<file path="src/qtu_pkg.sv">
// Shared types, constants and helpers of the quoted token unquoter.
// Used by the front, queue, back and top level; depends on nothing.
package qtu_pkg;

  localparam int OFFSET_BITS = 16;
  localparam int NEXT_OFFSET_BITS = 16;
  localparam logic [OFFSET_BITS-1:0] OFFSET_MAX = {OFFSET_BITS{1'b1}};

  localparam int QUEUE_DEPTH = 2;
  localparam int QPTR_BITS = $clog2(QUEUE_DEPTH);
  localparam int QCNT_BITS = $clog2(QUEUE_DEPTH + 1);

  localparam logic [7:0] CH_QUOTE = 8'h27;
  localparam logic [7:0] CH_BACKSLASH = 8'h5C;

  typedef enum logic [1:0] {
    KIND_DATA   = 2'd0,
    KIND_FINISH = 2'd1,
    KIND_ERROR  = 2'd2
  } kind_e;

  typedef struct packed {
    logic                        emit_bs;
    logic                        emit_byte;
    logic                        has_term;
    logic                        term_err;
    logic [7:0]                  data;
    logic [NEXT_OFFSET_BITS-1:0] offset;
  } cmd_t;

  typedef struct packed {
    logic valid;
    logic full;
  } queue_status_t;

  function automatic logic is_space(input logic [7:0] b);
    return (b == 8'h20) || ((b >= 8'h09) && (b <= 8'h0D));
  endfunction

endpackage

</file>
<file path="src/quoted_token_unquoter.sv">
// Quoted token unquoter top level: front, command queue and back.
// Depends on qtu_pkg, qtu_front, qtu_queue and qtu_back.
//
// The input channel takes one text byte per request with first_byte marking
// the start of an extraction and end_of_text marking the last byte. A quoted
// token (opening single quote) yields its content with backslash-quote turned
// into a bare quote; an unquoted token yields its run of non-whitespace bytes.
// The output channel carries content bytes (kind 0), then one finish (kind 1,
// with the offset just past the token) or one missing-quote error (kind 2),
// flagged by last.
// A byte's command passes through the queue and its results through the
// output register. One result leaves per cycle unless the receiver stalls,
// and the block takes one byte per cycle while the queue has room; a byte
// that yields two or three results (escapes, end of text) holds the back
// longer and the two-entry queue absorbs the difference.
// When the receiver stalls, the output register holds its result, the queue
// fills and the input stall rises once it is full.
// Reset clears the mode to idle, the offset, the queue and the output valid.
module quoted_token_unquoter (
  input  logic                                 clk_i,
  input  logic                                 rst_ni,
  input  logic                                 in_valid_i,
  output logic                                 in_stall_o,
  input  logic [7:0]                           data_byte_i,
  input  logic                                 first_byte_i,
  input  logic                                 end_of_text_i,
  output logic                                 out_valid_o,
  input  logic                                 out_stall_i,
  output logic [7:0]                           out_byte_o,
  output logic [1:0]                           kind_o,
  output logic [qtu_pkg::NEXT_OFFSET_BITS-1:0] next_offset_o,
  output logic                                 last_o
);

  logic                   push, pop;
  qtu_pkg::cmd_t          cmd, head;
  qtu_pkg::queue_status_t status;

  qtu_front u_front (
    .clk_i   (clk_i),
    .rst_ni  (rst_ni),
    .valid_i (in_valid_i),
    .stall_o (in_stall_o),
    .data_i  (data_byte_i),
    .first_i (first_byte_i),
    .eot_i   (end_of_text_i),
    .full_i  (status.full),
    .push_o  (push),
    .cmd_o   (cmd)
  );

  qtu_queue u_queue (
    .clk_i    (clk_i),
    .rst_ni   (rst_ni),
    .push_i   (push),
    .cmd_i    (cmd),
    .pop_i    (pop),
    .head_o   (head),
    .status_o (status)
  );

  qtu_back u_back (
    .clk_i         (clk_i),
    .rst_ni        (rst_ni),
    .head_i        (head),
    .status_i      (status),
    .pop_o         (pop),
    .valid_o       (out_valid_o),
    .stall_i       (out_stall_i),
    .out_byte_o    (out_byte_o),
    .kind_o        (kind_o),
    .next_offset_o (next_offset_o),
    .last_o        (last_o)
  );

endmodule

</file>
<file path="src/qtu_front.sv">
// Front part of the quoted token unquoter: accepts text bytes, tracks the
// extraction mode and offset, and turns each byte into a result command.
// Depends on qtu_pkg.
module qtu_front (
  input  logic                        clk_i,
  input  logic                        rst_ni,
  input  logic                        valid_i,
  output logic                        stall_o,
  input  logic [7:0]                  data_i,
  input  logic                        first_i,
  input  logic                        eot_i,
  input  logic                        full_i,
  output logic                        push_o,
  output qtu_pkg::cmd_t               cmd_o
);

  typedef enum logic [2:0] {
    MODE_IDLE,
    MODE_TOKEN,
    MODE_QUOTED,
    MODE_ESCAPE,
    MODE_DONE
  } mode_e;

  mode_e                           mode_q, mode_d;
  logic [qtu_pkg::OFFSET_BITS-1:0] off_q, off_d, off_inc;
  logic                            accept;
  qtu_pkg::cmd_t                   cmd;

  assign accept  = valid_i & ~full_i;
  assign stall_o = full_i;
  assign off_inc = (off_q == qtu_pkg::OFFSET_MAX) ? off_q : off_q + 1'b1;

  always_comb begin
    mode_d = mode_q;
    off_d  = off_q;
    cmd    = '0;
    cmd.data = data_i;
    if (accept) begin
      if (first_i) begin
        off_d = '0;
        if (data_i == qtu_pkg::CH_QUOTE) begin
          off_d  = qtu_pkg::OFFSET_BITS'(1);
          mode_d = MODE_QUOTED;
          if (eot_i) begin
            cmd.has_term = 1'b1;
            cmd.term_err = 1'b1;
            mode_d = MODE_DONE;
          end
        end else if (qtu_pkg::is_space(data_i)) begin
          cmd.has_term = 1'b1;
          mode_d = MODE_DONE;
        end else begin
          cmd.emit_byte = 1'b1;
          off_d  = qtu_pkg::OFFSET_BITS'(1);
          mode_d = MODE_TOKEN;
          if (eot_i) begin
            cmd.has_term = 1'b1;
            cmd.offset   = qtu_pkg::NEXT_OFFSET_BITS'(off_d);
            mode_d = MODE_DONE;
          end
        end
      end else begin
        case (mode_q)
          MODE_TOKEN: begin
            if (qtu_pkg::is_space(data_i)) begin
              cmd.has_term = 1'b1;
              cmd.offset   = qtu_pkg::NEXT_OFFSET_BITS'(off_q);
              mode_d = MODE_DONE;
            end else begin
              cmd.emit_byte = 1'b1;
              off_d = off_inc;
              if (eot_i) begin
                cmd.has_term = 1'b1;
                cmd.offset   = qtu_pkg::NEXT_OFFSET_BITS'(off_inc);
                mode_d = MODE_DONE;
              end
            end
          end
          MODE_QUOTED: begin
            off_d = off_inc;
            if (data_i == qtu_pkg::CH_QUOTE) begin
              cmd.has_term = 1'b1;
              cmd.offset   = qtu_pkg::NEXT_OFFSET_BITS'(off_inc);
              mode_d = MODE_DONE;
            end else begin
              if (data_i == qtu_pkg::CH_BACKSLASH) begin
                mode_d = MODE_ESCAPE;
              end else begin
                cmd.emit_byte = 1'b1;
              end
              if (eot_i) begin
                cmd.has_term = 1'b1;
                cmd.term_err = 1'b1;
                mode_d = MODE_DONE;
              end
            end
          end
          MODE_ESCAPE: begin
            off_d = off_inc;
            cmd.emit_bs   = (data_i != qtu_pkg::CH_QUOTE);
            cmd.emit_byte = 1'b1;
            mode_d = MODE_QUOTED;
            if (eot_i) begin
              cmd.has_term = 1'b1;
              cmd.term_err = 1'b1;
              mode_d = MODE_DONE;
            end
          end
          default: begin
          end
        endcase
      end
    end
  end

  assign push_o = accept & (cmd.emit_bs | cmd.emit_byte | cmd.has_term);
  assign cmd_o  = cmd;

  always_ff @(posedge clk_i or negedge rst_ni) begin
    if (!rst_ni) begin
      mode_q <= MODE_IDLE;
      off_q  <= '0;
    end else begin
      mode_q <= mode_d;
      off_q  <= off_d;
    end
  end

endmodule

</file>
<file path="src/qtu_queue.sv">
// Short command queue between the front and the back of the unquoter.
// Depends on qtu_pkg.
module qtu_queue (
  input  logic                   clk_i,
  input  logic                   rst_ni,
  input  logic                   push_i,
  input  qtu_pkg::cmd_t          cmd_i,
  input  logic                   pop_i,
  output qtu_pkg::cmd_t          head_o,
  output qtu_pkg::queue_status_t status_o
);

  qtu_pkg::cmd_t                 mem_q [qtu_pkg::QUEUE_DEPTH];
  logic [qtu_pkg::QPTR_BITS-1:0] wr_ptr_q, rd_ptr_q;
  logic [qtu_pkg::QCNT_BITS-1:0] count_q;
  logic                          do_push, do_pop;

  assign status_o.valid = (count_q != '0);
  assign status_o.full  = (count_q == qtu_pkg::QCNT_BITS'(qtu_pkg::QUEUE_DEPTH));
  assign do_push = push_i & ~status_o.full;
  assign do_pop  = pop_i & status_o.valid;
  assign head_o  = mem_q[rd_ptr_q];

  always_ff @(posedge clk_i) begin
    if (do_push) begin
      mem_q[wr_ptr_q] <= cmd_i;
    end
  end

  always_ff @(posedge clk_i or negedge rst_ni) begin
    if (!rst_ni) begin
      wr_ptr_q <= '0;
      rd_ptr_q <= '0;
      count_q  <= '0;
    end else begin
      if (do_push) begin
        wr_ptr_q <= wr_ptr_q + 1'b1;
      end
      if (do_pop) begin
        rd_ptr_q <= rd_ptr_q + 1'b1;
      end
      if (do_push && !do_pop) begin
        count_q <= count_q + 1'b1;
      end else if (do_pop && !do_push) begin
        count_q <= count_q - 1'b1;
      end
    end
  end

endmodule

</file>
<file path="src/qtu_back.sv">
// Back of the unquoter: expands queued commands into result items, one per
// cycle unless stalled, through an output register. Depends on qtu_pkg.
module qtu_back (
  input  logic                                 clk_i,
  input  logic                                 rst_ni,
  input  qtu_pkg::cmd_t                        head_i,
  input  qtu_pkg::queue_status_t               status_i,
  output logic                                 pop_o,
  output logic                                 valid_o,
  input  logic                                 stall_i,
  output logic [7:0]                           out_byte_o,
  output logic [1:0]                           kind_o,
  output logic [qtu_pkg::NEXT_OFFSET_BITS-1:0] next_offset_o,
  output logic                                 last_o
);

  qtu_pkg::cmd_t                        cur_q, cur_d, src, rest;
  logic                                 cur_pend, src_valid, advance;
  logic                                 valid_q;
  logic [7:0]                           byte_q, byte_d;
  qtu_pkg::kind_e                       kind_q, kind_d;
  logic [qtu_pkg::NEXT_OFFSET_BITS-1:0] off_q, off_d;
  logic                                 last_q, last_d;

  assign cur_pend  = cur_q.emit_bs | cur_q.emit_byte | cur_q.has_term;
  assign src       = cur_pend ? cur_q : head_i;
  assign src_valid = cur_pend | status_i.valid;
  assign advance   = src_valid & (~valid_q | ~stall_i);
  assign pop_o     = advance & ~cur_pend;

  always_comb begin
    rest   = src;
    byte_d = '0;
    kind_d = qtu_pkg::KIND_DATA;
    off_d  = '0;
    last_d = 1'b0;
    if (src.emit_bs) begin
      byte_d = qtu_pkg::CH_BACKSLASH;
      rest.emit_bs = 1'b0;
    end else if (src.emit_byte) begin
      byte_d = src.data;
      rest.emit_byte = 1'b0;
    end else begin
      last_d = 1'b1;
      rest.has_term = 1'b0;
      if (src.term_err) begin
        kind_d = qtu_pkg::KIND_ERROR;
      end else begin
        kind_d = qtu_pkg::KIND_FINISH;
        off_d  = src.offset;
      end
    end
    cur_d = advance ? rest : cur_q;
  end

  always_ff @(posedge clk_i or negedge rst_ni) begin
    if (!rst_ni) begin
      cur_q   <= '0;
      valid_q <= 1'b0;
    end else begin
      cur_q <= cur_d;
      if (advance) begin
        valid_q <= 1'b1;
      end else if (!stall_i) begin
        valid_q <= 1'b0;
      end
    end
  end

  always_ff @(posedge clk_i) begin
    if (advance) begin
      byte_q <= byte_d;
      kind_q <= kind_d;
      off_q  <= off_d;
      last_q <= last_d;
    end
  end

  assign valid_o       = valid_q;
  assign out_byte_o    = byte_q;
  assign kind_o        = kind_q;
  assign next_offset_o = off_q;
  assign last_o        = last_q;

endmodule

</file>
<file path="config.mk">
export PLATFORM = sky130hd
export DESIGN_NAME = quoted_token_unquoter
export DESIGN_NICKNAME = d
export VERILOG_FILES = /design/src/qtu_pkg.sv /design/src/quoted_token_unquoter.sv /design/src/qtu_front.sv /design/src/qtu_queue.sv /design/src/qtu_back.sv
export SDC_FILE = /design/constraint.sdc
export NUM_CORES = 1
export LEC_CHECK = 0
export BUFFER_PORTS_ARGS = -buffer_cell sky130_fd_sc_hd__buf_2
export CORE_MARGIN = 2
export CORE_UTILIZATION = 60
export DETAILED_ROUTE_END_ITERATION = 8
export MAX_ROUTING_LAYER = met4
export PLACE_DENSITY_LB_ADDON = 0.25
export SETUP_SLACK_MARGIN = 0.02
export SKIP_CTS_REPAIR_TIMING = 1
export SYNTH_ARGS = -nofsm -noshare
export SYNTH_HDL_FRONTEND = slang
export SYNTH_HIERARCHICAL = 1
export SYNTH_SLANG_ARGS = --single-unit
export TNS_END_PERCENT = 100
</file>
<file path="constraint.sdc">
create_clock -name clk_i -period 4.5 [get_ports clk_i]
set_clock_uncertainty 0.15 [all_clocks]
set_input_delay 0.675 -clock clk_i [delete_from_list [all_inputs] [get_ports clk_i]]
set_output_delay 0.675 -clock clk_i [all_outputs]
set_load 0.01 [all_outputs]
</file>
==> Implementation_results.wiki, run 1 <==
{| class="wikitable"
! Metric !! Value
|-
| Setup Slack @ Placement || 1.05 ns
|-
| Post-synthesis average cell area || 12.2 µm²
|-
| GRT Overall Usage || 24.1%
|-
| Clock tree from TritonCTS || yes
|-
| Required time of the critical path || 4.55 ns
|-
| Internal power || 3.60 mW
|-
| Clock-pin slew on the worst setup and hold paths || 0.06 ns
|-
| Routed length per instance || 17.6 µm
|-
| Data arrival time of the critical path || 3.08 ns
|-
| Tightest Pin Transition || 1.08 ns
|-
| Vert. Die Dim || 109 µm
|-
| Number of synthesized flops with an enable pin || 83
|-
| Antenna cell count || 0
|-
| DRC errors left || 0
|-
| Die area || 0.0119 mm²
|-
| Count of yosys warnings during synthesis || 6
|-
| Placed wire-length estimate after detailed placement || 8240 µm
|-
| Number of register bits inferred by synthesis || 134
|-
| Total Wirelength || 12800 µm
|-
| Io pins || 43
|-
| Worst max-slew margin expressed relative to the limit || 27.7%
|-
| Final period util || 67.2%
|-
| Max IR drop VDD || 358 µV
|-
| Root buffer cell || sky130_fd_sc_hd__clkbuf_8
|-
| Die X || 109 µm
|-
| Final Hold Fails || 0
|-
| Min setup slack post-route || 1.47 ns
|-
| Area post-placement || 0.00681 mm²
|-
| Hold/Removal Path Class || input pin to asynchronous set/reset pin
|-
| Vias per cell || 6.01
|-
| DRC marker count from the first detailed-route iteration || 310
|-
| Reported max-cap violation count || 0
|-
| Setup crit end kind || register
|-
| Remaining antenna violation count after routing || 0
|-
| Antenna violations before repair || 0
|-
| Number of nets in the synthesized netlist || 559
|-
| Overall power consumption || 5.12 mW
|-
| Commonest register cell after synthesis || sky130_fd_sc_hd__edfxtp_1
|-
| Number of global-route vias before repair || 4241
|-
| Clock sink count || 134
|-
| Mapped cell area || 0.00663 mm²
|-
| Source-to-sink clock delay at the later pin of the worst-skew pair || 0.52 ns
|-
| Area of the core region || 0.0108 mm²
|-
| Area growth from synthesis to final layout || 13.0%
|-
| Pin count of the biggest net entering global routing || 52
|-
| Post-synthesis sequential area ratio || 56.9%
|-
| Final setup violating endpoints || 0
|-
| Timing-limited maximum frequency || 0.331 GHz
|-
| Pwr per Cell Area || 685 mW/mm²
|-
| Fraction of final layout cells with drive strength greater than 1 || 25.3%
|-
| Number of nets in the layout || 589
|-
| Count of filler cells inserted in the layout || 724
|-
| Number of detailed-route iterations in the first pass || 5
|-
| CP Class || register to register
|-
| Static Leak || 3.00 nW
|-
| Maximum buffer depth of the clock tree || 2
|-
| Setup TNS || 0 ns
|-
| Total grt overflow || 0
|-
| Minimum clock period || 3.03 ns
|-
| Count of different cell masters after synthesis || 67
|-
| CTS H-tree lvls || 4
|-
| Sequential cell area || 0.00377 mm²
|-
| Critical Path Start Type || register
|-
| Via total after detailed routing || 4361
|-
| GPL Wtd Cong || 0.877
|-
| First-pass GRT wire length || 21200 µm
|-
| Number of buffer cells added on primary ports || 42
|-
| Fraction of registers with async set/reset || 38.1%
|-
| Reg power frac || 39.2%
|-
| Post-route cell area || 0.00748 mm²
|-
| Fin. max-slew vios || 0
|-
| Outcome || finished, final reports clean
|-
| Area used by multi-input combinational logic || 0.00253 mm²
|-
| NetSw || 1.53 mW
|-
| Initial cell density of the core || 61.4%
|-
| Clk pwr share || 30.7%
|-
| Total CTS buffers || 17
|-
| RSZ-0062 raised after global routing || false
|-
| Largest fanout on the critical path || 19
|-
| Number of cells produced by synthesis || 543
|-
| Comb power frac || 30.1%
|-
| Count of standard-cell rows || 38
|-
| Switching Share || 29.8%
|}
Yosys cell counts, types with 2 or more instances:
master	number	area, µm²
sky130_fd_sc_hd__edfxtp_1	83	2490
sky130_fd_sc_hd__dfrtp_1	51	1280
sky130_fd_sc_hd__nand2_1	49	184
sky130_fd_sc_hd__nor2_1	38	143
sky130_fd_sc_hd__mux2_4	28	420
sky130_fd_sc_hd__a21oi_1	25	125
sky130_fd_sc_hd__mux2_2	25	282
sky130_fd_sc_hd__mux2i_1	21	210
sky130_fd_sc_hd__nand3_1	21	105
sky130_fd_sc_hd__inv_1	16	60.1
sky130_fd_sc_hd__o21ai_0	16	80.1
sky130_fd_sc_hd__a31oi_1	14	87.6
sky130_fd_sc_hd__buf_2	12	60.1
sky130_fd_sc_hd__and3_1	11	68.8
sky130_fd_sc_hd__buf_4	10	75.1
sky130_fd_sc_hd__clkbuf_1	10	37.5
sky130_fd_sc_hd__and2_1	9	56.3
sky130_fd_sc_hd__nor3_1	9	45.0
sky130_fd_sc_hd__nand2b_1	8	50.1
sky130_fd_sc_hd__o21ai_1	8	40.0
sky130_fd_sc_hd__a221o_1	4	40.0
sky130_fd_sc_hd__a41oi_1	4	35.0
sky130_fd_sc_hd__buf_6	4	45.0
sky130_fd_sc_hd__o211ai_1	4	30.0
sky130_fd_sc_hd__or3_1	4	25.0
sky130_fd_sc_hd__nand4_1	3	18.8
sky130_fd_sc_hd__nor2b_1	3	18.8
sky130_fd_sc_hd__nor4_1	3	18.8
sky130_fd_sc_hd__xnor2_1	3	26.3
sky130_fd_sc_hd__buf_8	2	30.0
sky130_fd_sc_hd__ha_1	2	25.0
sky130_fd_sc_hd__nand3b_1	2	15.0
sky130_fd_sc_hd__nand4b_1	2	17.5
sky130_fd_sc_hd__nor3_2	2	20.0
sky130_fd_sc_hd__nor3b_1	2	15.0
sky130_fd_sc_hd__nor4b_1	2	17.5
sky130_fd_sc_hd__o31ai_1	2	15.0
sky130_fd_sc_hd__xor2_1	2	17.5
cell type report:
cell class              count  area share, %
clock buffers              19           5.63
clock inverters            13           3.38
inverters                  17          0.853
multi-input cells         353           33.8
flip-flops and latches    134           50.4
well taps                 140           2.34
repair buffers             50           3.61
placed cells by master (no fill, tap or decap), drive strengths merged, types with 5 or more instances in the layout:
cell type / netlist / routed
edfxtp: 83 / 83
mux2: 54 / 54
and3: 11 / 11
nor3: 11 / 11
nand2b: 8 / 8
and2: 9 / 9
nor2: 38 / 38
clkbuf: 10 / 19
inv: 17 / 17
nand3: 21 / 21
clkinv: 0 / 5
bufinv: 0 / 7
a21oi: 27 / 27
o21ai: 24 / 24
a31oi: 14 / 14
dfrtp: 51 / 51
mux2i: 21 / 21
nand2: 49 / 49
buf: 29 / 50
critical path: stages, from the launching register on:
cell	delay, ns
sky130_fd_sc_hd__dfrtp_1	0.43
sky130_fd_sc_hd__nand2b_1	0.19
sky130_fd_sc_hd__inv_1	0.09
sky130_fd_sc_hd__nor2b_1	0.49
sky130_fd_sc_hd__o311a_1	0.32
sky130_fd_sc_hd__nand2b_1	0.13
sky130_fd_sc_hd__nand2_1	0.11
sky130_fd_sc_hd__nor2_2	0.42
sky130_fd_sc_hd__buf_4	0.37
layer usage:
layer  vias up  GRT usage (%)  wire length, µm
met5         -              -                0
met4         0           8.52              192
met3        22           5.14              712
met2       142           36.2             6010
met1      2145           32.9             5850
li1       2052              -                -
stage by stage:
| step | utilization [%] | instances | hold slack [ns] |
|---|---|---|---|
| after floorplan | - | 543 | 0.229 |
| after global placement | 63.1 | 694 | 0.327 |
| after detailed placement | 63.1 | 694 | 0.330 |
| after CTS | 69.3 | 726 | 0.137 |
| after global routing | 69.3 | 726 | 0.184 |
| final | 69.3 | 726 | 0.132 |
logic make-up after synthesis:
family          synth area share [%]
simple gates                    13.8
compound gates                  9.35
flops                           56.9
mux                             13.9
fa+ha+maj                      0.378
buf+inv                         5.00
xor+xnor                       0.661
power by group through the flow:
stage / Clock (mW) / Sequential (mW) / Combinational, mW
6_report: 1.57 / 2.01 / 1.54
5_1_grt: 1.64 / 2.06 / 1.68
4_1_cts: 1.59 / 2.01 / 1.55
3_5_place_dp: 0 / 2.02 / 1.52
3_3_place_gp: 0 / 1.99 / 1.48
2_1_floorplan: 0 / 2.02 / 1.22
registers in the layout, summed over array words and instances (netlist names):
| name | count |
|---|---|
| u_front/mode_q | 3 |
| u_queue/count_q | 2 |
| u_back/cur_q | 27 |
| u_queue/wr_ptr_q | 1 |
| u_back/last_o | 1 |
| u_queue/mem_q | 56 |
| u_queue/rd_ptr_q | 1 |
| u_front/off_q | 16 |
| u_back/kind_o | 2 |
| u_back/next_offset_o | 16 |
| u_back/out_byte_o | 8 |
| u_back/valid_o | 1 |
final timing paths:
kind	startpoint	to	slack [ns]	cells past startpoint
max	u_queue/count_q[0]	u_queue/mem_q[0][6]	1.47	8
min	rst_ni	u_back/cur_q[8]	0.13	2
max reg2reg	u_queue/count_q[0]	u_queue/mem_q[0][6]	1.47	8
min reg2reg	u_back/cur_q[3]	u_back/cur_q[3]	0.36	1
max in group asynchronous	rst_ni	u_back/cur_q[25]	3.62	2
min in group clk_i	data_byte_i[5]	u_queue/mem_q[0][21]	0.26	1
Note: power is estimated with default switching activity, not from simulation.
==> run 2, diff against run 1 <==
==> constraint.sdc (replaced) <==
create_clock -name clk_i -period 2.8 [get_ports clk_i]
set_clock_uncertainty 0.15 [all_clocks]
set_input_delay 0.42 -clock clk_i [delete_from_list [all_inputs] [get_ports clk_i]]
set_output_delay 0.42 -clock clk_i [all_outputs]
set_load 0.01 [all_outputs]
==> Implementation_results.wiki, run 2 (synthesis gave the netlist of run 1 again) <==
{| class="wikitable"
! Metric !! Value
|-
| Placed instance count || 706
|-
| Cells along the critical path || nand2b_1 > nor2_1 > o21ai_0 > o22ai_1 > o311a_1 > nand2b_1 > nand2_1 > buf_4 > nor2_4 > buf_4
|-
| Timing-limited maximum frequency || 0.396 GHz
|-
| Clock sink count || 134
|-
| Area of the core region || 0.0108 mm²
|-
| Die X || 109 µm
|-
| Setup Slack @ Placement || -0.0161 ns
|-
| Minimum clock period || 2.52 ns
|-
| Total CTS buffers || 17
|-
| Antenna violations before repair || 0
|-
| Largest reg by FF count || u_queue/mem_q
|-
| Number of detailed-route iterations in the first pass || 5
|-
| DRC errors left || 0
|-
| Io pins || 43
|-
| Largest fanout on the critical path || 9
|-
| Final period util || 90.1%
|-
| Flip-flop count of the largest register after layout || 56
|-
| Fraction of final layout cells with drive strength greater than 1 || 27.5%
|-
| Antenna cell count || 0
|-
| Data arrival time of the critical path || 2.59 ns
|-
| Source-to-sink clock delay at the later pin of the worst-skew pair || 0.51 ns
|-
| Clk pwr share || 27.1%
|-
| Static Leak || 3.03 nW
|-
| Clock-pin slew on the worst setup and hold paths || 0.06 ns
|-
| Number of buffer cells added on primary ports || 42
|-
| NetSw || 2.56 mW
|-
| CP Class || register to register
|-
| Critical Path Start Type || register
|-
| Max IR drop VDD || 597 µV
|-
| GRT Overall Usage || 24.1%
|-
| Count of standard-cell rows || 38
|-
| Largest registers || u_queue/mem_q x56, u_back/cur_q x27
|-
| Number of nets in the layout || 602
|-
| GPL Wtd Cong || 0.943
|-
| Pin count of the biggest net entering global routing || 29
|-
| Commonest cells after routing, fill and taps aside || 83 x sky130_fd_sc_hd__edfxtp_1, 51 x sky130_fd_sc_hd__dfrtp_1, 49 x sky130_fd_sc_hd__nand2_1
|-
| Area post-placement || 0.00694 mm²
|-
| Hold/Removal Path Class || input pin to register
|-
| Maximum buffer depth of the clock tree || 2
|-
| Via total after detailed routing || 4388
|-
| Reg power frac || 40.5%
|-
| Final Hold Fails || 0
|-
| Count of filler cells inserted in the layout || 747
|-
| Root buffer cell || sky130_fd_sc_hd__clkbuf_8
|-
| HP Start || data_byte_i[4]
|-
| Placed wire-length estimate after detailed placement || 8490 µm
|-
| Routed length per instance || 17.3 µm
|-
| RSZ-0062 raised after global routing || false
|-
| Maximum cell stage delay along the critical path || 0.40 ns
|-
| Fin. max-slew vios || 0
|-
| Slowest cell on crit path || sky130_fd_sc_hd__dfrtp_1
|-
| Total Wirelength || 12800 µm
|-
| Initial cell density of the core || 61.4%
|-
| Pwr per Cell Area || 1060 mW/mm²
|-
| Comb power frac || 32.4%
|-
| Internal power || 5.41 mW
|-
| Tightest Pin Transition || 0.702 ns
|-
| Remaining antenna violation count after routing || 0
|-
| Startpoint of the worst-slack reg-to-reg timing path || u_front/mode_q[2]
|-
| Die area || 0.0119 mm²
|-
| Vias per cell || 5.94
|-
| First-pass GRT wire length || 21100 µm
|-
| Reported max-cap violation count || 0
|-
| Setup crit end kind || register
|-
| Post-route cell area || 0.00755 mm²
|-
| Number of standard cells in the final layout excluding fillers || 739
|-
| Total grt overflow || 0
|-
| Clock tree from TritonCTS || yes
|-
| DRC marker count from the first detailed-route iteration || 268
|-
| Area growth from synthesis to final layout || 14.0%
|-
| Outcome || finished, final reports clean
|-
| Switching Share || 32.1%
|-
| Final setup violating endpoints || 0
|-
| Setup TNS || 0 ns
|-
| Critical path startpoint || u_front/mode_q[2]
|-
| Vert. Die Dim || 109 µm
|-
| Min setup slack post-route || 0.278 ns
|-
| Required time of the critical path || 2.87 ns
|-
| Worst max-slew margin expressed relative to the limit || 53.2%
|-
| Commonest non-fill, non-tap cell in the layout || sky130_fd_sc_hd__edfxtp_1
|-
| CTS H-tree lvls || 4
|-
| Number of global-route vias before repair || 4280
|}
-- run 2: final timing paths --
| path | to | slack, ns | cells past startpoint |
|---|---|---|---|
| min reg2reg | u_back/cur_q[6] | 0.36 | 1 |
| max reg2reg | u_queue/mem_q[0][19] | 0.28 | 10 |
| max in group asynchronous | u_back/cur_q[10] | 1.61 | 3 |
| min | u_queue/mem_q[1][20] | 0.02 | 1 |
| min in group asynchronous | u_front/mode_q[1] | 0.31 | 2 |
| max | u_queue/mem_q[0][19] | 0.28 | 10 |
-- run 2: area by class of cell --
type,instances,area (µm²),share of cell area (%)
clock buffer,19,453,6.00
timing repair buffer,63,408,5.40
sequential,134,3770,49.9
inverter,17,63.8,0.845
clock inverter,13,136,1.81
multi-input combinational,353,2540,33.7
tap,140,175,2.32
-- run 2: power groups by stage --
| stage | Combinational (mW) | Sequential [mW] | Clock [mW] |
|---|---|---|---|
| floorplan | 1.97 | 3.24 | 0 |
| global placement | 2.47 | 3.20 | 0 |
| detailed placement | 2.54 | 3.25 | 0 |
| CTS | 2.57 | 3.23 | 2.20 |
| global route | 2.80 | 3.30 | 2.28 |
| finish | 2.58 | 3.23 | 2.16 |
-- run 2: critical path, delay by kind of cell (launching register included) --
family / cells / cell delay [ns]
AND/OR/NAND/NOR: 5 / 0.76
AO/OA/AOI/OAI: 3 / 0.58
flip-flops: 1 / 0.40
buffers and inverters: 2 / 0.34
-- run 2: layer usage --
layer | up-vias | part of all wire [%] | track usage (%)
li1 | 2080 | - | -
met1 | 2130 | 46 | 33.4
met2 | 163 | 47 | 35.5
met3 | 15 | 5.2 | 5.56
met4 | 0 | 0.98 | 7.88
met5 | - | 0 | -
-- run 2: through the flow --
step / util [%] / hold slack [ns] / power (mW)
floorplan: - / -0.0256 / 5.21
CTS: 69.8 / -0.237 / 8.00
detailed placement: 64.3 / 0.316 / 5.80
finish: 70.0 / 0.0198 / 7.97
global placement: 64.3 / 0.306 / 5.67
global route: 70.0 / 0.00169 / 8.38
